`src/rtl/rwsc_pkg.sv`:
```
// ----------------------------------------------------------------------------
// Register write sequence checker package
// Field widths, action and entry kind codes, and the table entry type.
// ----------------------------------------------------------------------------
package rwsc_pkg;

  localparam int ACT_W  = 2;
  localparam int ADDR_W = 20;
  localparam int DATA_W = 16;
  localparam int SLOT_W = 4;
  localparam int KIND_W = 2;
  localparam int LEN_W  = 5;
  localparam int CNT_W  = 16;

  localparam logic [ACT_W-1:0] ACT_OBSERVE = 2'd0;
  localparam logic [ACT_W-1:0] ACT_LOAD    = 2'd1;
  localparam logic [ACT_W-1:0] ACT_RESTART = 2'd2;

  localparam logic [KIND_W-1:0] KIND_EXACT    = 2'd0;
  localparam logic [KIND_W-1:0] KIND_ANY      = 2'd1;
  localparam logic [KIND_W-1:0] KIND_NONWRITE = 2'd2;

  localparam logic [CNT_W-1:0] COUNT_MAX = {CNT_W{1'b1}};

  typedef struct packed {
    logic [ADDR_W-1:0] address;
    logic [DATA_W-1:0] value;
    logic [DATA_W-1:0] mask;
    logic [KIND_W-1:0] kind;
  } entry_t;

endpackage

```
`src/rtl/rwsc_table.sv`:
```
// ----------------------------------------------------------------------------
// Register write sequence checker expected write table
// One write port and one registered read port, with write-to-read bypass.
// ----------------------------------------------------------------------------
module rwsc_table #(
  parameter  int DEPTH = 16,
  localparam int IDX_W = (DEPTH > 1) ? $clog2(DEPTH) : 1
) (
  input  logic             clk,
  input  logic             wr_en,
  input  logic [IDX_W-1:0] wr_idx,
  input  rwsc_pkg::entry_t wr_data,
  input  logic [IDX_W-1:0] rd_idx,
  output rwsc_pkg::entry_t rd_data
);

  rwsc_pkg::entry_t mem [DEPTH];
  rwsc_pkg::entry_t rd_data_r;

  always_ff @(posedge clk) begin
    if (wr_en) begin
      mem[wr_idx] <= wr_data;
    end
    if (wr_en && (wr_idx == rd_idx)) begin
      rd_data_r <= wr_data;
    end else begin
      rd_data_r <= mem[rd_idx];
    end
  end

  assign rd_data = rd_data_r;

endmodule

```
`config.mk`:
```
export PLATFORM = sky130hd
export DESIGN_NAME = rwsc_table
export DESIGN_NICKNAME = d
export VERILOG_FILES = /design/src/rtl/rwsc_pkg.sv /design/src/rtl/rwsc_table.sv
export SDC_FILE = /design/constraint.sdc
export NUM_CORES = 1
export LEC_CHECK = 0
export BUFFER_PORTS_ARGS = -buffer_cell sky130_fd_sc_hd__buf_2
export CAP_MARGIN = 15
export CORE_MARGIN = 5
export CORE_UTILIZATION = 55
export CTS_BUF_LIST = sky130_fd_sc_hd__clkbuf_8 sky130_fd_sc_hd__clkbuf_16
export DETAILED_ROUTE_END_ITERATION = 7
export PLACE_DENSITY_LB_ADDON = 0.08
export SYNTH_ARGS = -nofsm -noshare
export SYNTH_HDL_FRONTEND = slang
export SYNTH_SLANG_ARGS = --single-unit
```
`constraint.sdc`:
```
create_clock -name clk -period 4.9 [get_ports clk]
set_input_delay 0 -clock clk [delete_from_list [all_inputs] [get_ports clk]]
set_output_delay 0 -clock clk [all_outputs]
set_load 0.05 [all_outputs]
```
==> results of run 1 <==
## routing by layer
metal  up-vias  wire, µm  share of wire  track usage
met4         2       962          0.013       0.0483
met5         -        11        0.00015            0
met3        74      4710          0.065       0.0367
met1      8331     30900           0.42        0.348
met2       535     36300           0.50        0.371
li1       6300         -              -            -
## worst max-delay path: stages, from the launching register on
cell and delay, ns:
dfxtp_4 0.92, buf_12 0.43, mux4_2 0.55, a22oi_1 0.24, nand2_1 0.21, buf_2 0.27
## cell families (layout without fill, tap and decap cells)
group,Yosys count,count (layout),share of synthesized area
compound gates,108,108,0.0250
buf+inv,71,378,0.0123
flops,868,868,0.802
mux,216,216,0.150
other cells,0,1,0
simple gates,81,81,0.0103
## worst min path at each step
stage | start | end | slack [ns] | depth (start not counted)
after global placement | rd_idx[1] | flop | 0.10 | 1
after CTS | rd_idx[2] | flop | 0.0007 | 2
after global routing | rd_idx[2] | flop | 0.02 | 2
final | rd_idx[2] | flop | 0.03 | 2
after detailed placement | rd_idx[1] | flop | 0.10 | 1
after floorplan | rd_idx[0] | flop | 0.03 | 0
## per-stage QoR
step                utilization  cell area, µm²  std cells  setup WS, ns  power (mW)
floorplan                     -           32400       1344         0.174        9.12
CTS                       0.638           37400       2423          1.51        15.7
global route              0.638           37500       2424          1.37        16.1
detailed placement        0.582           34100       2203          2.18        9.47
finish                    0.638           37500       2425          1.61        15.6
global placement          0.582           34100       2203          2.20        9.45
## placed cells by master (no fill, tap or decap)
master	synthesis	routed
mux4_2	216	216
clkbuf_16	0	90
nand3_1	1	1
nand3b_1	2	2
diode_2	0	1
clkinv_8	0	1
buf_2	10	117
and2_4	0	1
buf_12	0	9
dfxtp_4	0	2
clkinvlp_4	0	4
clkinv_2	0	18
inv_6	0	2
bufinv_16	0	4
nand2b_1	2	2
or3b_2	1	1
nor3_2	0	4
clkinv_1	0	18
inv_1	0	20
nand2_1	55	55
dfxtp_1	4	2
edfxtp_1	864	864
dlygate4sd3_1	0	63
nor2b_4	0	2
nor2_4	0	13
buf_4	4	32
a22oi_1	108	108
## final cells by class
class / count / share of cell area
Clock buffer: 90 / 0.0601
Antenna cell: 1 / 0.0000668
Clock inverter: 67 / 0.0111
Sequential cell: 868 / 0.695
Tap cell: 773 / 0.0258
Multi-Input combinational cell: 405 / 0.164
Timing Repair Buffer: 221 / 0.0437
## report_power, final
group          leakage [nW]  total (mW)  switching (mW)  internal, mW
Clock                  1.39        6.21            2.69          3.53
Sequential             7.84        8.37          0.0540          8.32
Combinational          2.86       0.964           0.620         0.344
Total                  12.1        15.6            3.36          12.2
## timing repair
item,in CTS,in global routing
resized for setup,0,0
endpoints found under the hold margin,882,0
hold buffers,63,0
==> impl_metrics.tcl, run 1 <==
set metrics [dict create \
    seqCellArea_mm2 0.0260 \
    grt_usage 0.231 \
    final-hold-violation-count 0 \
    synthArstFlopShare 0 \
    syn-num-nets 1408 \
    synth_edf_count 864 \
    path_clk_slew_ns 0.06 \
    reg_top3 "mem (864)" \
    finalCritPeriodShare 0.672 \
    ys_seq_area_frac 0.802 \
    clockBufferDepth 3 \
    dieArea_mm2 0.0639 \
    die_w_um 253 \
    critPathKind "reg2out" \
    worstMarginPinSlew_ns 1.16 \
    min_period_ns 3.29 \
    final-max-slew-violation-count 0 \
    critical_path.endpoint "rd_data[16]" \
    row_count 89 \
    routabilityCongestion 0.724 \
    outcome "complete, no violations" \
    post-dp-hpwl_um 35500 \
    io_pins 118 \
    viasPerCell 6.29 \
    yosysTopAreaCell "edfxtp_1" \
    setup_viol 0 \
    syn_area_per_cell_um2 24.1 \
    cts_tree "done" \
    dr_total_vias 15200 \
    start_util 0.553 \
    fp.coreArea_mm2 0.0587 \
    grt_max_degree 83 \
    fp.dieH_um 253 \
    drv_cap 0 \
    final_nets 1646 \
    ys_types 18 \
    overflow 0 \
    port_buffers 117 \
    ys_top_cells_by_area "edfxtp_1 80%, mux4_2 15%, a22oi_1 2.5%" \
    tns_ns 0 \
    drc 0 \
    layout-drive-gt1-share 0.313 \
    yosys_warnings 0 \
    synthFlopType "edfxtp_1" \
    synth_top_area_frac 0.800 \
    yosys_register_bits 868 \
    fmax_mhz 304 \
    power.density_mw_per_mm2 415 \
    synth_most_common_cell "edfxtp_1" \
    cts_made_buffers 86 \
    hp-class "in2reg" \
    ir_drop_v 0.000307 \
    worst_setup_path_start_kind "flop" \
    crit_required_ns 4.90 \
    first_iter_violations 1458 \
    p_leak_nw 12.1 \
    largest_reg_flops 864 \
    whs_ns 0.0349 \
    clockRootBuffer "clkbuf_16" \
    cts.sinks 868 \
    multi_input_area_mm2 0.00615 \
    finalWirelength_um 72800 \
    ant_nets 0 \
    cp.arrival_ns 3.29 \
    wl_per_cell_um 30.0 \
    dr.pass1.iters 5 \
    synth_area_mm2 0.0324 \
    relSlewSlack 0.227 \
    antenna_found_initial 2 \
    critPathMaxFanout 43 \
    htreeDepth 3 \
    end_kind "output pin" \
    synthCells 1344 \
    rsz0062_at_grt "false" \
    max_flop_register "mem" \
    synth_common_cells "864 x edfxtp_1, 216 x mux4_2, 108 x a22oi_1, 55 x nand2_1, 34 x clkbuf_1" \
    area_delta_synth_final_pct 15.5 \
    nFillCells 3900 \
    cts_setup_buffers 0 \
    grt_pass1_wl_um 108000 \
    grt_pass1_vias 16200 \
]
Note: power is estimated with default switching activity, not from simulation.
==> run 2, diff against run 1 <==
Clock period 4.9 ns to 3.4 ns, I/O delays scaled along.
==> impl_metrics.tcl, run 2 (same netlist as run 1, synthesis figures left out) <==
set metrics [dict create \
    outcome "complete, no violations" \
    hp-class "in2reg" \
    first_iter_violations 1203 \
    p_leak_nw 12.2 \
    antenna_found_initial 2 \
    met3_usage 0.0421 \
    start_util 0.553 \
    fp.coreArea_mm2 0.0587 \
    finalWirelength_um 70200 \
    dieArea_mm2 0.0639 \
    fin_ws_ns 0.373 \
    row_count 89 \
    dr_total_vias 14900 \
    viasPerCell 6.16 \
    min_period_ns 3.03 \
    cts_resized 0 \
    reg_top3 "mem (864)" \
    p_total_mw 22.6 \
    cts_setup_buffers 0 \
    grt_pass1_vias 15700 \
    most-common-layout-cells "864 x edfxtp_1, 216 x mux4_2, 117 x buf_2" \
    die_w_um 253 \
    final-max-slew-violation-count 0 \
    fp.dieH_um 253 \
    power.density_mw_per_mm2 599 \
    htreeDepth 3 \
    layout-drive-gt1-share 0.313 \
    rsz0062_at_grt "false" \
    critPathMaxFanout 27 \
    ir_drop_v 0.000508 \
    final_util 0.642 \
    dp.cells 2206 \
    tns_ns 0 \
    overflow 0 \
    max_flop_register "mem" \
    fmax_mhz 330 \
    cts_tree "done" \
    critPathKind "reg2out" \
    cts_made_buffers 87 \
    whs_ns 0.0333 \
    port_buffers 117 \
    worst_setup_path_start_kind "flop" \
    finalCritPeriodShare 0.890 \
    grt_util_met1 0.343 \
    fin_area_mm2 0.0377 \
    clockBufferDepth 3 \
    dp_slack_ns 0.929 \
    cts.sinks 868 \
    final-hold-violation-count 0 \
    final_nets 1646 \
    dr.pass1.iters 5 \
    worstMarginPinSlew_ns 0.956 \
    cp.arrival_ns 3.03 \
    fin_cells 2424 \
    io_pins 118 \
    drc 0 \
    post-dp-hpwl_um 33600 \
    grt_max_degree 70 \
    end_kind "output pin" \
    min_path_cells 2 \
    grt_usage 0.223 \
    crit_required_ns 3.40 \
    layout_commonest_cell "edfxtp_1" \
    routabilityCongestion 0.704 \
    top_usage_layer "met2" \
    relSlewSlack 0.361 \
    clockRootBuffer "clkbuf_16" \
    hold_start "rd_idx[2]" \
    grt_pass1_wl_um 104000 \
    wl_per_cell_um 29.0 \
    area_delta_synth_final_pct 16.2 \
    ant_nets 0 \
    drv_cap 0 \
    largest_reg_flops 864 \
    place_area_mm2 0.0343 \
    setup_viol 0 \
    grt_use_met2 0.348 \
    path_clk_slew_ns 0.06 \
]
-- run 2: area by class of cell --
cell class	instances	area, µm²
well taps	773	967
diodes	1	2.50
clock buffers	90	2250
fillers	3908	21000
multi-input cells	405	6170
repair buffers	220	1770
flip-flops and latches	868	26000
clock inverters	67	489
-- run 2: how the worst max path moves through the flow --
| stage | start | cells past startpoint | to | slack [ns] |
|---|---|---|---|---|
| final | flop | 5 | rd_data[8] | 0.37 |
| after global routing | flop | 5 | rd_data[8] | 0.14 |
| after CTS | flop | 5 | rd_data[8] | 0.24 |
| after detailed placement | flop | 5 | rd_data[8] | 0.93 |
| after global placement | flop | 5 | rd_data[3] | 0.97 |
| after floorplan | wr_idx[2] | 2 | mem[1][0] | 0.14 |
-- run 2: timing repair --
action | in CTS | in global routing
setup endpoints to repair | 0 | 0
hold endpoints to repair | 868 | 0
hold buffers | 60 | 0
-- run 2: critical path, cell delays in order (launching register included) --
cell and delay [ns]:
dfxtp_4 0.76, buf_4 0.48, mux4_2 0.55, a22oi_1 0.19
nand2_1 0.15, buf_2 0.24
-- run 2: power breakdown --
| part | switching [mW] | internal, mW |
|---|---|---|
| clock | 3.81 | 5.31 |
| sequential | 0.0646 | 12.0 |
| combinational | 0.898 | 0.506 |
-- run 2: metal layers --
| metal | vias up | routed length (µm) |
|---|---|---|
| met4 | 2 | 1220 |
| met1 | 8074 | 30600 |
| met3 | 96 | 4370 |
| met2 | 458 | 34000 |
| li1 | 6299 | - |
| met5 | - | 13 |
==> run 3, diff against run 2 <==
Clock period 3.4 ns to 3.57 ns, I/O delays scaled along.
==> impl_metrics.tcl, run 3 (same netlist as run 1, synthesis figures left out) <==
set metrics [dict create \
    first_iter_violations 1471 \
    final_nets 1653 \
    largest_reg_flops 864 \
    post-dp-hpwl_um 33300 \
    area_delta_synth_final_pct 16.6 \
    grt_pass1_wl_um 105000 \
    wl_per_cell_um 29.0 \
    reg_top3 "mem (864)" \
    dr_total_vias 15000 \
    grt_pass1_vias 15900 \
    dp.cells 2207 \
    final-max-slew-violation-count 0 \
    min_period_ns 2.97 \
    row_count 89 \
    grt_max_degree 73 \
    fp.dieH_um 253 \
    p_total_mw 21.5 \
    ant_nets 0 \
    power.density_mw_per_mm2 569 \
    dieArea_mm2 0.0639 \
    cpPeakStageDelay_ns 0.72 \
    tns_ns 0 \
    finalCritPeriodShare 0.831 \
    max_flop_register "mem" \
    clockRootBuffer "clkbuf_16" \
    worst_setup_path_start_kind "flop" \
    viasPerCell 6.18 \
    cts.sinks 868 \
    start_util 0.553 \
    cts_made_buffers 88 \
    whs_ns 0.0954 \
    worstMarginPinSlew_ns 0.943 \
    path_cells "buf_12 -> buf_12 -> mux4_2 -> a22oi_1 -> nand2_1 -> buf_2" \
    io_pins 118 \
    layout_commonest_cell "edfxtp_1" \
    layout-drive-gt1-share 0.312 \
    finalWirelength_um 70400 \
    htreeDepth 3 \
    cp_top_family "buffers and inverters" \
    critical_path_buf_inv_count 3 \
    min_path_cells 3 \
    fp.coreArea_mm2 0.0587 \
    end_kind "output pin" \
    fin_cells 2428 \
    routabilityCongestion 0.712 \
    fmax_mhz 337 \
    crit_required_ns 3.57 \
    critPathMaxFanout 24 \
    crit_path_top_delay_cell "dfxtp_4" \
    p_leak_nw 12.2 \
    rsz0062_at_grt "false" \
    cts_resized 0 \
    dr.pass1.iters 5 \
    most-common-layout-cells "864 x edfxtp_1, 216 x mux4_2, 117 x buf_2" \
    cts_setup_buffers 0 \
    drv_cap 0 \
    worst-path-stages 6 \
    drc 0 \
    relSlewSlack 0.370 \
    final-hold-violation-count 0 \
    overflow 0 \
    cpMostUsedCell "buf_12" \
    path_clk_slew_ns 0.06 \
    grt_usage 0.223 \
    cp.arrival_ns 2.97 \
    die_w_um 253 \
    antenna_found_initial 4 \
    setup_viol 0 \
    port_buffers 117 \
    clockBufferDepth 3 \
    cts_tree "done" \
    outcome "complete, no violations" \
    critPathKind "reg2out" \
    ir_drop_v 0.000409 \
    hp-class "in2reg" \
]
==> run 3: tightest hold or removal path, stage by stage <==
cell	delay (ns)
buf_2	0.10
or3b_2	0.26
nor2_4	0.14
==> run 3: metrics by stage <==
step | util | setup slack [ns] | instance area [µm²]
2_1_floorplan | - | 0.309 | 32500
3_3_place_gp | 0.587 | 1.18 | 34400
3_5_place_dp | 0.587 | 1.18 | 34400
4_1_cts | 0.644 | 0.520 | 37800
5_1_grt | 0.644 | 0.407 | 37800
6_report | 0.644 | 0.604 | 37800
==> run 3: final timing paths <==
check                  from           to
hold / removal    wr_idx[2]    mem[3][9]
setup / recovery       flop  rd_data[28]
==> run 3: report_power, final <==
part / internal [mW] / total [mW] / switching [mW] / leakage [nW]
clock network: 5.06 / 8.71 / 3.65 / 1.41
registers: 11.4 / 11.5 / 0.0625 / 7.84
logic: 0.488 / 1.34 / 0.854 / 2.95
total: 17.0 / 21.5 / 4.57 / 12.2
==> run 3: layout make-up <==
type	instances	area [µm²]
clock buffer	92	2300
multi-input combinational	405	6170
timing repair buffer	226	1900
clock inverter	62	429
antenna	2	5.00
sequential	868	26000
tap	773	967
fill	3867	20900
==> run 3: routing by layer <==
layer,track usage,wire [µm]
met1,0.340,30300
met2,0.353,34600
met3,0.0368,4630
met4,0.0464,814
met5,0,27
==> run 3: what timing repair did <==
| item | in CTS | in global routing |
|---|---|---|
| setup endpoints to repair | 0 | 0 |
| endpoints found under the hold margin | 875 | 0 |
| hold buffers | 65 | 0 |
